[src/code39_barcode_element_encoder_unit_assert.svh]
// ----------------------------------------------------------------------------
// Code 39 element encoder - assertion macros
// Concurrent assertion wrappers, empty when SYNTHESIS is defined.
// ----------------------------------------------------------------------------
`ifndef CODE39_BARCODE_ELEMENT_ENCODER_UNIT_ASSERT_SVH
`define CODE39_BARCODE_ELEMENT_ENCODER_UNIT_ASSERT_SVH
`ifndef SYNTHESIS
`define CBE_PROP(prop) @(posedge clk) disable iff (rst) prop
`define CBE_ASSERT(lbl, prop, msg) \
  lbl: assert property (`CBE_PROP(prop)) else $error(msg);
`else
`define CBE_PROP(prop)
`define CBE_ASSERT(lbl, prop, msg)
`endif
`endif

[src/cbe_pkg.sv]
// ----------------------------------------------------------------------------
// cbe_pkg
// Types, constants and symbol tables of the Code 39 element encoder.
// ----------------------------------------------------------------------------
`timescale 1ns / 1ps
`default_nettype none

package cbe_pkg;

  typedef logic [5:0] sym_t;

  localparam int MAX_SYMS    = 5;
  localparam int QUEUE_DEPTH = 2;

  localparam sym_t SYM_DOLLAR    = 6'd39;
  localparam sym_t SYM_SLASH     = 6'd40;
  localparam sym_t SYM_PLUS      = 6'd41;
  localparam sym_t SYM_PERCENT   = 6'd42;
  localparam sym_t SYM_STARTSTOP = 6'd43;
  localparam logic [6:0] MOD_BASE = 7'd43;

  localparam logic [7:0] PRINT_LO    = 8'h20;
  localparam logic [7:0] PRINT_HI    = 8'h7E;
  localparam logic [7:0] ESC_LO      = 8'h5B;
  localparam logic [7:0] ESC_CODE_LO = 8'h40;
  localparam logic [7:0] ESC_CODE_HI = 8'h5F;
  localparam logic [7:0] CHAR_ZERO   = 8'h30;
  localparam logic [7:0] CHAR_FIVE   = 8'h35;
  localparam logic [6:0] CHAR_DEL    = 7'h7F;

  localparam logic [3:0] ELEM_LAST_BAR = 4'd8;
  localparam logic [3:0] ELEM_GAP      = 4'd9;

  localparam logic [8:0] PATTERNS [44] = '{
    9'h034, 9'h121, 9'h061, 9'h160, 9'h031, 9'h130, 9'h070, 9'h025, 9'h124, 9'h064,
    9'h109, 9'h049, 9'h148, 9'h019, 9'h118, 9'h058, 9'h00D, 9'h10C, 9'h04C, 9'h01C,
    9'h103, 9'h043, 9'h142, 9'h013, 9'h112, 9'h052, 9'h007, 9'h106, 9'h046, 9'h016,
    9'h181, 9'h0C1, 9'h1C0, 9'h091, 9'h190, 9'h0D0,
    9'h085, 9'h184, 9'h0C4, 9'h0A8, 9'h0A2, 9'h08A, 9'h02A, 9'h094
  };

  typedef struct packed {
    logic       checksum_enable;
    logic       full_ascii;
    logic [6:0] escape_char;
  } cfg_t;

  typedef struct packed {
    logic                      err;
    logic                      has_stop;
    logic [2:0]                count;
    sym_t [MAX_SYMS-1:0]       syms;
  } job_t;

  typedef struct packed {
    logic valid;
    sym_t sym;
  } sym_lookup_t;

  typedef struct packed {
    logic [1:0] count;
    sym_t       s0;
    sym_t       s1;
  } expand_t;

  function automatic sym_lookup_t sym_of(input logic [7:0] c);
    sym_lookup_t r;
    r.valid = 1'b1;
    r.sym   = '0;
    if (c >= 8'h30 && c <= 8'h39) begin
      r.sym = 6'(c - 8'h30);
    end else if (c >= 8'h41 && c <= 8'h5A) begin
      r.sym = 6'(c - 8'h37);
    end else begin
      unique case (c)
        8'h2D: r.sym = 6'd36;
        8'h2E: r.sym = 6'd37;
        8'h20: r.sym = 6'd38;
        8'h24: r.sym = SYM_DOLLAR;
        8'h2F: r.sym = SYM_SLASH;
        8'h2B: r.sym = SYM_PLUS;
        8'h25: r.sym = SYM_PERCENT;
        default: r.valid = 1'b0;
      endcase
    end
    return r;
  endfunction

  function automatic logic is_direct(input logic [6:0] c);
    return (c >= 7'h30 && c <= 7'h39) || (c >= 7'h41 && c <= 7'h5A) ||
           c == 7'h20 || c == 7'h2D || c == 7'h2E;
  endfunction

  // full-ASCII expansion into a direct symbol, or a shift symbol and a letter symbol
  function automatic expand_t expand(input logic [6:0] c);
    expand_t     r;
    sym_lookup_t lk;
    logic [7:0]  cc;
    logic [7:0]  lt;
    cc = {1'b0, c};
    lt = '0;
    lk = sym_of(cc);
    r.count = 2'd2;
    r.s0    = SYM_PERCENT;
    r.s1    = '0;
    if (is_direct(c)) begin
      r.count = 2'd1;
      r.s0    = lk.sym;
    end else begin
      priority if (cc == 8'd0) begin
        lt = 8'd30;
      end else if (cc <= 8'd26) begin
        r.s0 = SYM_DOLLAR; lt = cc + 8'd9;
      end else if (cc <= 8'd31) begin
        lt = cc - 8'd17;
      end else if (cc <= 8'd44) begin
        r.s0 = SYM_SLASH; lt = cc - 8'd23;
      end else if (cc == 8'd47) begin
        r.s0 = SYM_SLASH; lt = 8'd24;
      end else if (cc == 8'd58) begin
        r.s0 = SYM_SLASH; lt = 8'd35;
      end else if (cc <= 8'd63) begin
        lt = cc - 8'd44;
      end else if (cc == 8'd64) begin
        lt = 8'd31;
      end else if (cc <= 8'd95) begin
        lt = cc - 8'd71;
      end else if (cc == 8'd96) begin
        lt = 8'd32;
      end else if (cc <= 8'd122) begin
        r.s0 = SYM_PLUS; lt = cc - 8'd87;
      end else begin
        lt = cc - 8'd98;
      end
      r.s1 = 6'(lt);
    end
    return r;
  endfunction

  function automatic sym_t add_mod43(input sym_t a, input sym_t b);
    logic [6:0] s;
    s = {1'b0, a} + {1'b0, b};
    return (s >= MOD_BASE) ? 6'(s - MOD_BASE) : 6'(s);
  endfunction

  function automatic logic [8:0] pattern(input sym_t s);
    return PATTERNS[(s < 6'd44) ? s : SYM_STARTSTOP];
  endfunction

endpackage

`default_nettype wire

[src/cbe_channels.sv]
// ----------------------------------------------------------------------------
// cbe_in_if / cbe_out_if
// Valid/ready channels for message characters and bar/space elements.
// ----------------------------------------------------------------------------
`timescale 1ns / 1ps
`default_nettype none

interface cbe_in_if;
  logic       valid;
  logic       ready;
  logic [7:0] char_in;
  logic       end_of_message;

  modport source (output valid, char_in, end_of_message, input ready);
  modport sink (input valid, char_in, end_of_message, output ready);
endinterface

interface cbe_out_if #(
  parameter int DOT_WIDTH_BITS = 6
);
  logic                      valid;
  logic                      ready;
  logic                      is_bar;
  logic [DOT_WIDTH_BITS-1:0] width;
  logic [5:0]                symbol;
  logic                      error;
  logic                      message_done;
  logic                      last;

  modport source (output valid, is_bar, width, symbol, error, message_done, last,
                  input ready);
  modport sink (input valid, is_bar, width, symbol, error, message_done, last,
                output ready);
endinterface

`default_nettype wire

[src/code39_barcode_element_encoder_unit.sv]
// ----------------------------------------------------------------------------
// code39_barcode_element_encoder_unit
// Code 39 bar/space element encoder with full-ASCII and mod-43 check.
// ----------------------------------------------------------------------------
// Usage:
//   in_ch  : one message character per transaction (char_in, end_of_message).
//   out_ch : one bar or space element per transaction (is_bar, width in dots,
//            symbol, error, message_done, last on the final element of a char).
//   APB    : five registers at byte offsets 0x00..0x10, written while idle.
// A character is taken whenever the two-entry job queue has room; its job is
// written into the queue and its first element then enters the output register.
// Elements leave at one per cycle while the receiver is ready, 10 per symbol
// and 9 for the stop, so a character yields 0 (escape, dropped) to 49
// elements, 1 on an error; the serializer sets the rate.
// Reset clears message state, the queue and the output register, and loads
// register defaults. When the receiver stalls, the output register holds
// its element, the serializer waits, and the input stalls once the queue
// is full.
// ----------------------------------------------------------------------------
`timescale 1ns / 1ps
`default_nettype none

module code39_barcode_element_encoder_unit import cbe_pkg::*; #(
  parameter int DOT_WIDTH_BITS = 6
) (
  input  logic        clk,
  input  logic        rst,
  input  logic        psel,
  input  logic        penable,
  input  logic        pwrite,
  input  logic [4:0]  paddr,
  input  logic [31:0] pwdata,
  output logic [31:0] prdata,
  output logic        pready,
  cbe_in_if.sink      in_ch,
  cbe_out_if.source   out_ch
);

  localparam logic [2:0] REG_CHECKSUM_ENABLE = 3'd0;
  localparam logic [2:0] REG_FULL_ASCII      = 3'd1;
  localparam logic [2:0] REG_NARROW_WIDTH    = 3'd2;
  localparam logic [2:0] REG_WIDE_WIDTH      = 3'd3;
  localparam logic [2:0] REG_ESCAPE_CHAR     = 3'd4;

  cfg_t                      cfg;
  logic [DOT_WIDTH_BITS-1:0] narrow_width;
  logic [DOT_WIDTH_BITS-1:0] wide_width;
  logic                      cfg_write;
  logic [2:0]                reg_sel;

  logic                      push;
  job_t                      push_job;
  logic                      queue_full;
  logic                      pop;
  logic                      head_valid;
  job_t                      head;

  assign pready    = 1'b1;
  assign reg_sel   = paddr[4:2];
  assign cfg_write = psel && penable && pwrite;

  always_ff @(posedge clk) begin
    if (rst) begin
      cfg.checksum_enable <= 1'b0;
      cfg.full_ascii      <= 1'b0;
      cfg.escape_char     <= 7'd94;
      narrow_width        <= DOT_WIDTH_BITS'(2);
      wide_width          <= DOT_WIDTH_BITS'(6);
    end else if (cfg_write) begin
      unique case (reg_sel)
        REG_CHECKSUM_ENABLE: cfg.checksum_enable <= pwdata[0];
        REG_FULL_ASCII:      cfg.full_ascii      <= pwdata[0];
        REG_NARROW_WIDTH:    narrow_width        <= DOT_WIDTH_BITS'(pwdata[5:0]);
        REG_WIDE_WIDTH:      wide_width          <= DOT_WIDTH_BITS'(pwdata[5:0]);
        REG_ESCAPE_CHAR:     cfg.escape_char     <= pwdata[6:0];
        default: ;
      endcase
    end
  end

  always_comb begin
    unique case (reg_sel)
      REG_CHECKSUM_ENABLE: prdata = 32'(cfg.checksum_enable);
      REG_FULL_ASCII:      prdata = 32'(cfg.full_ascii);
      REG_NARROW_WIDTH:    prdata = 32'(narrow_width);
      REG_WIDE_WIDTH:      prdata = 32'(wide_width);
      REG_ESCAPE_CHAR:     prdata = 32'(cfg.escape_char);
      default:             prdata = '0;
    endcase
  end

  cbe_front u_front (
    .clk        (clk),
    .rst        (rst),
    .cfg        (cfg),
    .in_ch      (in_ch),
    .queue_full (queue_full),
    .push       (push),
    .push_job   (push_job)
  );

  cbe_queue u_queue (
    .clk        (clk),
    .rst        (rst),
    .push       (push),
    .push_job   (push_job),
    .full       (queue_full),
    .pop        (pop),
    .head_valid (head_valid),
    .head       (head)
  );

  cbe_back #(
    .DOT_WIDTH_BITS (DOT_WIDTH_BITS)
  ) u_back (
    .clk          (clk),
    .rst          (rst),
    .narrow_width (narrow_width),
    .wide_width   (wide_width),
    .head_valid   (head_valid),
    .head         (head),
    .pop          (pop),
    .out_ch       (out_ch)
  );

endmodule

`default_nettype wire

[src/cbe_queue.sv]
// ----------------------------------------------------------------------------
// cbe_queue
// Small register queue of symbol jobs between front and back end.
// ----------------------------------------------------------------------------
`timescale 1ns / 1ps
`default_nettype none

module cbe_queue import cbe_pkg::*; (
  input  logic clk,
  input  logic rst,
  input  logic push,
  input  job_t push_job,
  output logic full,
  input  logic pop,
  output logic head_valid,
  output job_t head
);

  localparam int PTR_BITS = (QUEUE_DEPTH > 1) ? $clog2(QUEUE_DEPTH) : 1;
  localparam int CNT_BITS = $clog2(QUEUE_DEPTH + 1);

  job_t                entries [QUEUE_DEPTH];
  logic [PTR_BITS-1:0] wr_ptr;
  logic [PTR_BITS-1:0] rd_ptr;
  logic [CNT_BITS-1:0] count;

  assign full       = (count == CNT_BITS'(QUEUE_DEPTH));
  assign head_valid = (count != '0);
  assign head       = entries[rd_ptr];

  always_ff @(posedge clk) begin
    if (push) begin
      entries[wr_ptr] <= push_job;
    end
  end

  always_ff @(posedge clk) begin
    if (rst) begin
      wr_ptr <= '0;
      rd_ptr <= '0;
      count  <= '0;
    end else begin
      if (push) begin
        wr_ptr <= (wr_ptr == PTR_BITS'(QUEUE_DEPTH - 1)) ? '0 : wr_ptr + 1'b1;
      end
      if (pop) begin
        rd_ptr <= (rd_ptr == PTR_BITS'(QUEUE_DEPTH - 1)) ? '0 : rd_ptr + 1'b1;
      end
      unique case ({push, pop})
        2'b10:   count <= count + 1'b1;
        2'b01:   count <= count - 1'b1;
        default: count <= count;
      endcase
    end
  end

endmodule

`default_nettype wire

[src/cbe_front.sv]
// ----------------------------------------------------------------------------
// cbe_front
// Accepts characters, tracks message state and builds symbol jobs.
// ----------------------------------------------------------------------------
`timescale 1ns / 1ps
`default_nettype none

module cbe_front import cbe_pkg::*; (
  input  logic clk,
  input  logic rst,
  input  cfg_t cfg,
  cbe_in_if.sink in_ch,
  input  logic queue_full,
  output logic push,
  output job_t push_job
);

  logic        in_message;
  logic [5:0]  check_sum;
  logic        escape_pending;
  logic        discarding;

  logic        accept;
  logic [7:0]  c;
  logic        eom;
  logic        bad;
  logic        esc_start;
  logic [6:0]  code;
  expand_t     ex;
  sym_lookup_t lk;
  logic        start;
  sym_t        cs_base;
  sym_t        cs1;
  sym_t        cs2;
  job_t        job;
  logic [2:0]  n;

  assign c           = in_ch.char_in;
  assign eom         = in_ch.end_of_message;
  assign in_ch.ready = !queue_full;
  assign accept      = in_ch.valid && !queue_full;

  always_comb begin
    bad       = 1'b0;
    esc_start = 1'b0;
    code      = '0;
    ex        = '0;
    lk        = sym_of(c);
    if (escape_pending) begin
      priority if (c >= ESC_CODE_LO && c <= ESC_CODE_HI) begin
        code = 7'(c - ESC_CODE_LO);
      end else if (c == CHAR_ZERO) begin
        code = cfg.escape_char;
      end else if (c == CHAR_FIVE) begin
        code = CHAR_DEL;
      end else begin
        bad = 1'b1;
      end
      if (!bad) begin
        ex = expand(code);
      end
    end else if (cfg.full_ascii) begin
      priority if (c < PRINT_LO || c > PRINT_HI) begin
        bad = 1'b1;
      end else if (c >= ESC_LO && c == {1'b0, cfg.escape_char}) begin
        bad       = eom;
        esc_start = !eom;
      end else begin
        ex = expand(c[6:0]);
      end
    end else begin
      if (!lk.valid) begin
        bad = 1'b1;
      end else begin
        ex.count = 2'd1;
        ex.s0    = lk.sym;
      end
    end
  end

  assign start   = !in_message;
  assign cs_base = start ? '0 : check_sum;
  assign cs1     = add_mod43(cs_base, (ex.count != 2'd0) ? ex.s0 : '0);
  assign cs2     = add_mod43(cs1, (ex.count == 2'd2) ? ex.s1 : '0);

  always_comb begin
    job = '0;
    n   = '0;
    if (bad) begin
      job.err = 1'b1;
    end else begin
      if (start) begin
        job.syms[n] = SYM_STARTSTOP;
        n = n + 3'd1;
      end
      if (ex.count != 2'd0) begin
        job.syms[n] = ex.s0;
        n = n + 3'd1;
      end
      if (ex.count == 2'd2) begin
        job.syms[n] = ex.s1;
        n = n + 3'd1;
      end
      if (eom) begin
        if (cfg.checksum_enable) begin
          job.syms[n] = cs2;
          n = n + 3'd1;
        end
        job.syms[n]  = SYM_STARTSTOP;
        n            = n + 3'd1;
        job.has_stop = 1'b1;
      end
    end
    job.count = n;
  end

  assign push     = accept && !discarding && (bad || n != 3'd0);
  assign push_job = job;

  always_ff @(posedge clk) begin
    if (rst) begin
      in_message     <= 1'b0;
      check_sum      <= '0;
      escape_pending <= 1'b0;
      discarding     <= 1'b0;
    end else if (accept) begin
      priority if (discarding) begin
        discarding <= !eom;
      end else if (bad || eom) begin
        in_message     <= 1'b0;
        check_sum      <= '0;
        escape_pending <= 1'b0;
        discarding     <= bad && !eom;
      end else begin
        in_message     <= 1'b1;
        check_sum      <= cs2;
        escape_pending <= esc_start;
      end
    end
  end

endmodule

`default_nettype wire

[src/cbe_back.sv]
// ----------------------------------------------------------------------------
// cbe_back
// Serializes queued symbol jobs into bar/space elements, one per cycle while the receiver is ready.
// ----------------------------------------------------------------------------
`timescale 1ns / 1ps
`default_nettype none
`include "code39_barcode_element_encoder_unit_assert.svh"

module cbe_back import cbe_pkg::*; #(
  parameter int DOT_WIDTH_BITS = 6
) (
  input  logic                      clk,
  input  logic                      rst,
  input  logic [DOT_WIDTH_BITS-1:0] narrow_width,
  input  logic [DOT_WIDTH_BITS-1:0] wide_width,
  input  logic                      head_valid,
  input  job_t                      head,
  output logic                      pop,
  cbe_out_if.source                 out_ch
);

  logic [3:0]                elem;
  logic [2:0]                slot;
  logic                      out_valid;

  logic [DOT_WIDTH_BITS-1:0] nw;
  logic [DOT_WIDTH_BITS-1:0] ww;
  sym_t                      sym;
  logic [8:0]                pat;
  logic                      last_sym;
  logic                      stop_sym;
  logic                      sym_end;
  logic                      load;

  assign nw       = (narrow_width == '0) ? DOT_WIDTH_BITS'(1) : narrow_width;
  assign ww       = (wide_width == '0) ? DOT_WIDTH_BITS'(1) : wide_width;
  assign sym      = head.syms[slot];
  assign pat      = pattern(sym);
  assign last_sym = (slot == 3'(head.count - 3'd1));
  assign stop_sym = last_sym && head.has_stop;
  assign sym_end  = (elem == (stop_sym ? ELEM_LAST_BAR : ELEM_GAP));
  assign load     = head_valid && (!out_valid || out_ch.ready);
  assign pop      = load && (head.err || (sym_end && last_sym));

  assign out_ch.valid = out_valid;

  always_ff @(posedge clk) begin
    if (rst) begin
      out_valid <= 1'b0;
      elem      <= '0;
      slot      <= '0;
    end else begin
      if (load) begin
        out_valid <= 1'b1;
      end else if (out_ch.ready) begin
        out_valid <= 1'b0;
      end
      if (load && !head.err) begin
        if (sym_end) begin
          elem <= '0;
          slot <= last_sym ? '0 : slot + 3'd1;
        end else begin
          elem <= elem + 4'd1;
        end
      end
    end
  end

  always_ff @(posedge clk) begin
    if (load) begin
      if (head.err) begin
        out_ch.is_bar       <= 1'b0;
        out_ch.width        <= '0;
        out_ch.symbol       <= '0;
        out_ch.error        <= 1'b1;
        out_ch.message_done <= 1'b1;
        out_ch.last         <= 1'b1;
      end else begin
        out_ch.is_bar       <= (elem != ELEM_GAP) && !elem[0];
        out_ch.width        <= (elem != ELEM_GAP && pat[4'(ELEM_LAST_BAR - elem)]) ? ww : nw;
        out_ch.symbol       <= sym;
        out_ch.error        <= 1'b0;
        out_ch.message_done <= stop_sym && (elem == ELEM_LAST_BAR);
        out_ch.last         <= sym_end && last_sym;
      end
    end
  end

  `CBE_ASSERT(a_err_result, out_valid && out_ch.error |-> out_ch.last && out_ch.message_done && out_ch.width == '0, "error result malformed")
  `CBE_ASSERT(a_stop_done, out_valid && out_ch.message_done && !out_ch.error |-> out_ch.symbol == SYM_STARTSTOP && out_ch.last && out_ch.is_bar, "message end not on stop bar")
  `CBE_ASSERT(a_pop_ends, pop && !head.err |-> sym_end && last_sym && (head.has_stop || elem == ELEM_GAP), "job popped mid symbol")

endmodule

`default_nettype wire

[src/flat_wrapper.sv]
// flat-port wrapper written by rule: the top's interface ports become plain ports
module code39_barcode_element_encoder_unit_flat import cbe_pkg::*;
#(
  parameter int DOT_WIDTH_BITS = 6
)
  (clk, rst, psel, penable, pwrite, paddr, pwdata, prdata, pready, in_ch_valid, in_ch_char_in, in_ch_end_of_message, in_ch_ready, out_ch_valid, out_ch_is_bar, out_ch_width, out_ch_symbol, out_ch_error, out_ch_message_done, out_ch_last, out_ch_ready);
  cbe_in_if in_ch_i ();
  cbe_out_if #(.DOT_WIDTH_BITS(DOT_WIDTH_BITS)) out_ch_i ();
  input  logic clk;
  input  logic rst;
  input  logic psel;
  input  logic penable;
  input  logic pwrite;
  input  logic [4:0] paddr;
  input  logic [31:0] pwdata;
  output logic [31:0] prdata;
  output logic pready;
  input wire logic [$bits(in_ch_i.valid)-1:0] in_ch_valid;
  input wire logic [$bits(in_ch_i.char_in)-1:0] in_ch_char_in;
  input wire logic [$bits(in_ch_i.end_of_message)-1:0] in_ch_end_of_message;
  output wire logic [$bits(in_ch_i.ready)-1:0] in_ch_ready;
  output wire logic [$bits(out_ch_i.valid)-1:0] out_ch_valid;
  output wire logic [$bits(out_ch_i.is_bar)-1:0] out_ch_is_bar;
  output wire logic [$bits(out_ch_i.width)-1:0] out_ch_width;
  output wire logic [$bits(out_ch_i.symbol)-1:0] out_ch_symbol;
  output wire logic [$bits(out_ch_i.error)-1:0] out_ch_error;
  output wire logic [$bits(out_ch_i.message_done)-1:0] out_ch_message_done;
  output wire logic [$bits(out_ch_i.last)-1:0] out_ch_last;
  input wire logic [$bits(out_ch_i.ready)-1:0] out_ch_ready;
  assign in_ch_i.valid = in_ch_valid;
  assign in_ch_i.char_in = in_ch_char_in;
  assign in_ch_i.end_of_message = in_ch_end_of_message;
  assign in_ch_ready = in_ch_i.ready;
  assign out_ch_valid = out_ch_i.valid;
  assign out_ch_is_bar = out_ch_i.is_bar;
  assign out_ch_width = out_ch_i.width;
  assign out_ch_symbol = out_ch_i.symbol;
  assign out_ch_error = out_ch_i.error;
  assign out_ch_message_done = out_ch_i.message_done;
  assign out_ch_last = out_ch_i.last;
  assign out_ch_i.ready = out_ch_ready;
  code39_barcode_element_encoder_unit #(.DOT_WIDTH_BITS(DOT_WIDTH_BITS)) u_core (.clk(clk), .rst(rst), .psel(psel), .penable(penable), .pwrite(pwrite), .paddr(paddr), .pwdata(pwdata), .prdata(prdata), .pready(pready), .in_ch(in_ch_i), .out_ch(out_ch_i));
endmodule
[config.mk]
export PLATFORM = sky130hd
export DESIGN_NAME = code39_barcode_element_encoder_unit_flat
export DESIGN_NICKNAME = d
export VERILOG_FILES = /design/src/cbe_pkg.sv /design/src/cbe_channels.sv /design/src/code39_barcode_element_encoder_unit.sv /design/src/cbe_queue.sv /design/src/cbe_front.sv /design/src/cbe_back.sv /design/src/flat_wrapper.sv
export VERILOG_INCLUDE_DIRS = /design/src /design/src/src
export SDC_FILE = /design/constraint.sdc
export NUM_CORES = 1
export LEC_CHECK = 0
export ABC_AREA = 1
export BUFFER_PORTS_ARGS = -buffer_cell sky130_fd_sc_hd__buf_2
export CAP_MARGIN = 15
export CORE_ASPECT_RATIO = 0.5
export CORE_MARGIN = 5
export CORE_UTILIZATION = 40
export CTS_CLUSTER_SIZE = 14
export DETAILED_ROUTE_END_ITERATION = 10
export SYNTH_ARGS = -nofsm -noshare
export SYNTH_HDL_FRONTEND = slang
export SYNTH_SLANG_ARGS = --single-unit
[constraint.sdc]
create_clock -name clk -period 23.5 [get_ports clk]
set_clock_uncertainty 0.2 [all_clocks]
set_input_delay 2.35 -clock clk [delete_from_list [all_inputs] [get_ports clk]]
set_output_delay 2.35 -clock clk [all_outputs]
set_load 0.03 [all_outputs]
==> flow_summary_export.csv <==
group,metric,value,unit
grt,grt_pass1_wl,53.7,mm
detailed_routing,wl_per_cell,15.6,um
setup_path,max_stage_delay,0.67,ns
flow_run,maxCapViolCount,0,
final_layout,syn_to_final_growth,8.96,%
detailed_routing,firstDrtPassIters,5,
power_and_ir_drop,p_leak,5.97,nW
final_layout,fillers,3036,
floorplan,die-area,32700,um^2
logic_synthesis,synth_edf_count,86,
detailed_routing,drt-total-wl,33.4,mm
logic_synthesis,synth_top_family_by_area,"simple AND/OR/NAND/NOR gates",
timing,worstMarginPinSlew,1.03,ns
timing,final-hold-violation-count,0,
clocking,clock_sinks,129,
final_layout,finalNetCount,1860,
floorplan,io-pin-count,104,
logic_synthesis,synth-simple-area-share,32.5,%
logic_synthesis,syn_avg_cell_area,6.82,um^2
timing,finalCriticalPeriod,11.07,ns
logic_synthesis,synth_compound_area_share,15.6,%
setup_path,crit_slowest_cell,"o21ai_0",
clocking,root_buffer,"clkbuf_16",
clocking,cts_tree,"done",
timing,slew_headroom,31.4,%
final_layout,drive_gt1_share,10.5,%
floorplan,die_h,130,um
timing,clock.fmax,90.4,MHz
placement,io_buffers,50,
power_and_ir_drop,powerDensity,79.0,nW/um^2
grt,antenna_found_initial,0,
placement,dp_cells,2108,
clocking,cts_buffers,17,
detailed_routing,first_iter_violations,898,
clocking,cts_hold_buf,0,
detailed_routing,drc_errors,0,
floorplan,row_count,44,
timing,fin_crit_sh,47.1,%
setup_path,path_buf_inv,7,
setup_path,cp_max_fo,12,
floorplan,initial_core_util,40.3,%
clocking,clk_pin_slew,0.06,ns
grt,grt.total_usage,20.0,%
setup_path,crit_family,"compound AO/OA/AOI/OAI gates",
logic_synthesis,netlist_area,11600,um^2
timing,timing.final.max_slew_violations,0,
grt,grt_overflow,0,
floorplan,core_area,28800,um^2
timing,setup_ws,12.43,ns
logic_synthesis,async_reset_ff_share,0,%
logic_synthesis,synthMuxAreaShare,0.172,%
setup_path,cp_data_required_time,23.42,ns
floorplan,fp.dieW,251,um
clocking,clock_latency,0.41,ns
setup_path,endpoint_kind,"flop",
logic_synthesis,ys.flop_type,"edfxtp_1",
outcome,status,"finished clean",
grt,grt_max_degree,37,
logic_synthesis,synth-seq-cells,129,
logic_synthesis,synth_xor_area_share,3.02,%
setup_path,crit_path_start_kind,"input port",
grt,grt_pass1_vias,10100,
clocking,post-cts-setup-buffers,0,
timing,setup_viol,0,
logic_synthesis,ys_warn_count,0,
logic_synthesis,yosysSeqAreaShare,29.7,%
final_layout,final_util,43.9,%
setup_path,crit_type,"in2reg",
setup_path,arrival,10.99,ns
power_and_ir_drop,peakVddDrop,0.0479,mV
placement,dp_slack,12.18,ns
placement,post-dp-hpwl,25.2,mm
min_path,hold_class,"reg2reg",
placement,place_congestion,0.972,
logic_synthesis,syn_inst,1703,
clocking,ctsHtreeMaxLevel,4,
logic_synthesis,synthAdderAreaFrac,7.78,%
clocking,cts_resized,0,
detailed_routing,ant_nets,0,
timing,rsz0062_at_grt,"false",
clocking,cts_buffer_depth,2,
detailed_routing,via_per_inst,5.22,
final_layout,fin_cells,2140,
detailed_routing,vias,11200,
final_layout,antenna_cells,0,
timing,setup_tns,0,ns
setup_path,crit_path_frequent_cell,"nand2_1",
logic_synthesis,synth.distinct_cells,66,
final cells by class:
cell class	count	area (um^2)	area share, %
clock buffers	25	532	4.20
clock inverters	7	45.0	0.356
well taps	391	489	3.87
repair buffers	53	273	2.16
flip-flops and latches	129	3440	27.2
inverters	235	886	7.00
multi-input cells	1300	6980	55.2
cells in the final DEF, fill, tap and decap left out, drive strengths merged, types with 3 or more instances in the layout:
cell type	count
or2	5
nor3	28
a211oi	6
nand2	498
xnor2	13
nand3	154
nor2	137
a21boi	5
clkbuf	25
xor2	27
o211ai	28
o221ai	6
o21ai	127
ha	69
a31oi	11
buf	53
inv	231
edfxtp	86
o2111ai	4
dfxtp	43
o22ai	6
a21oi	97
nand4	22
clkinv	11
conb	30
o41ai	3
o21a	3
routing by layer:
metal | vias up | wire length [um] | GRT usage (%)
li1 | 5648 | - | -
met3 | 37 | 2240 | 2.27
met2 | 407 | 14800 | 32.8
met4 | 0 | 437 | 4.81
met5 | - | 0 | 0
met1 | 5077 | 16000 | 28.7
final timing paths:
kind                                       startpoint                            to  slack (ns)  depth (start not counted)
worst max-delay path                 in_ch_char_in[3]  u_core.u_queue.entries[1][0]       12.43                         40
worst min-delay path            u_core.u_queue.rd_ptr         u_core.u_queue.rd_ptr        0.26                          1
worst max register to register          u_core.cfg[2]  u_core.u_queue.entries[1][0]       15.27                         35
worst min register to register  u_core.u_queue.rd_ptr         u_core.u_queue.rd_ptr        0.26                          1
synthesized netlist by cell type, types with 26 or more instances:
| cell | count | share of area (%) |
|---|---|---|
| a21oi_1 | 94 | 4.1 |
| o21ai_0 | 109 | 4.7 |
| ha_1 | 69 | 7.4 |
| edfxtp_1 | 86 | 22 |
| nand3_1 | 146 | 6.3 |
| dfxtp_1 | 43 | 7.4 |
| nand2_1 | 464 | 15 |
| inv_1 | 209 | 6.8 |
| nor2_1 | 119 | 3.8 |
| o211ai_1 | 28 | 1.8 |
| nand2_2 | 29 | 1.6 |
| buf_4 | 33 | 2.1 |
| nor3_1 | 26 | 1.1 |
| xor2_1 | 27 | 2.0 |
power by group:
part | switching (mW) | leakage (nW) | internal [mW]
Clock | 0.0945 | 0.292 | 0.157
Combinational | 0.318 | 4.53 | 0.123
Sequential | 0.0141 | 1.15 | 0.292
Total | 0.426 | 5.97 | 0.572
state kept, by name, indices dropped and copies added, names as in the netlist, 2 cells and up, named ones only:
signal and count:
u_core.u_queue.count 2, u_core.u_back.slot 3, u_core.u_front.check_sum 6, u_core.u_queue.entries 70
u_core.u_back.out_ch.width 6, u_core.cfg 9, u_core.u_back.out_ch.symbol 6, u_core.u_back.elem 4
u_core.narrow_width 6, u_core.wide_width 6
kinds of logic after synthesis:
logic type	Yosys count
simple gates	849
compound gates	308
buf+inv	302
flops	129
fa+ha+maj	71
xor+xnor	40
other cells	2
mux	2
metrics by stage:
| step | hold WS (ns) | cell area (um^2) | total power [mW] |
|---|---|---|---|
| 2_1_floorplan | 0.225 | 11700 | 0.651 |
| 3_3_place_gp | 0.235 | 12100 | 0.753 |
| 3_5_place_dp | 0.250 | 12100 | 0.750 |
| 4_1_cts | 0.254 | 12600 | 1.00 |
| 5_1_grt | 0.284 | 12600 | 1.08 |
| 6_report | 0.257 | 12600 | 0.999 |
Power figures use the tool's default switching activity.
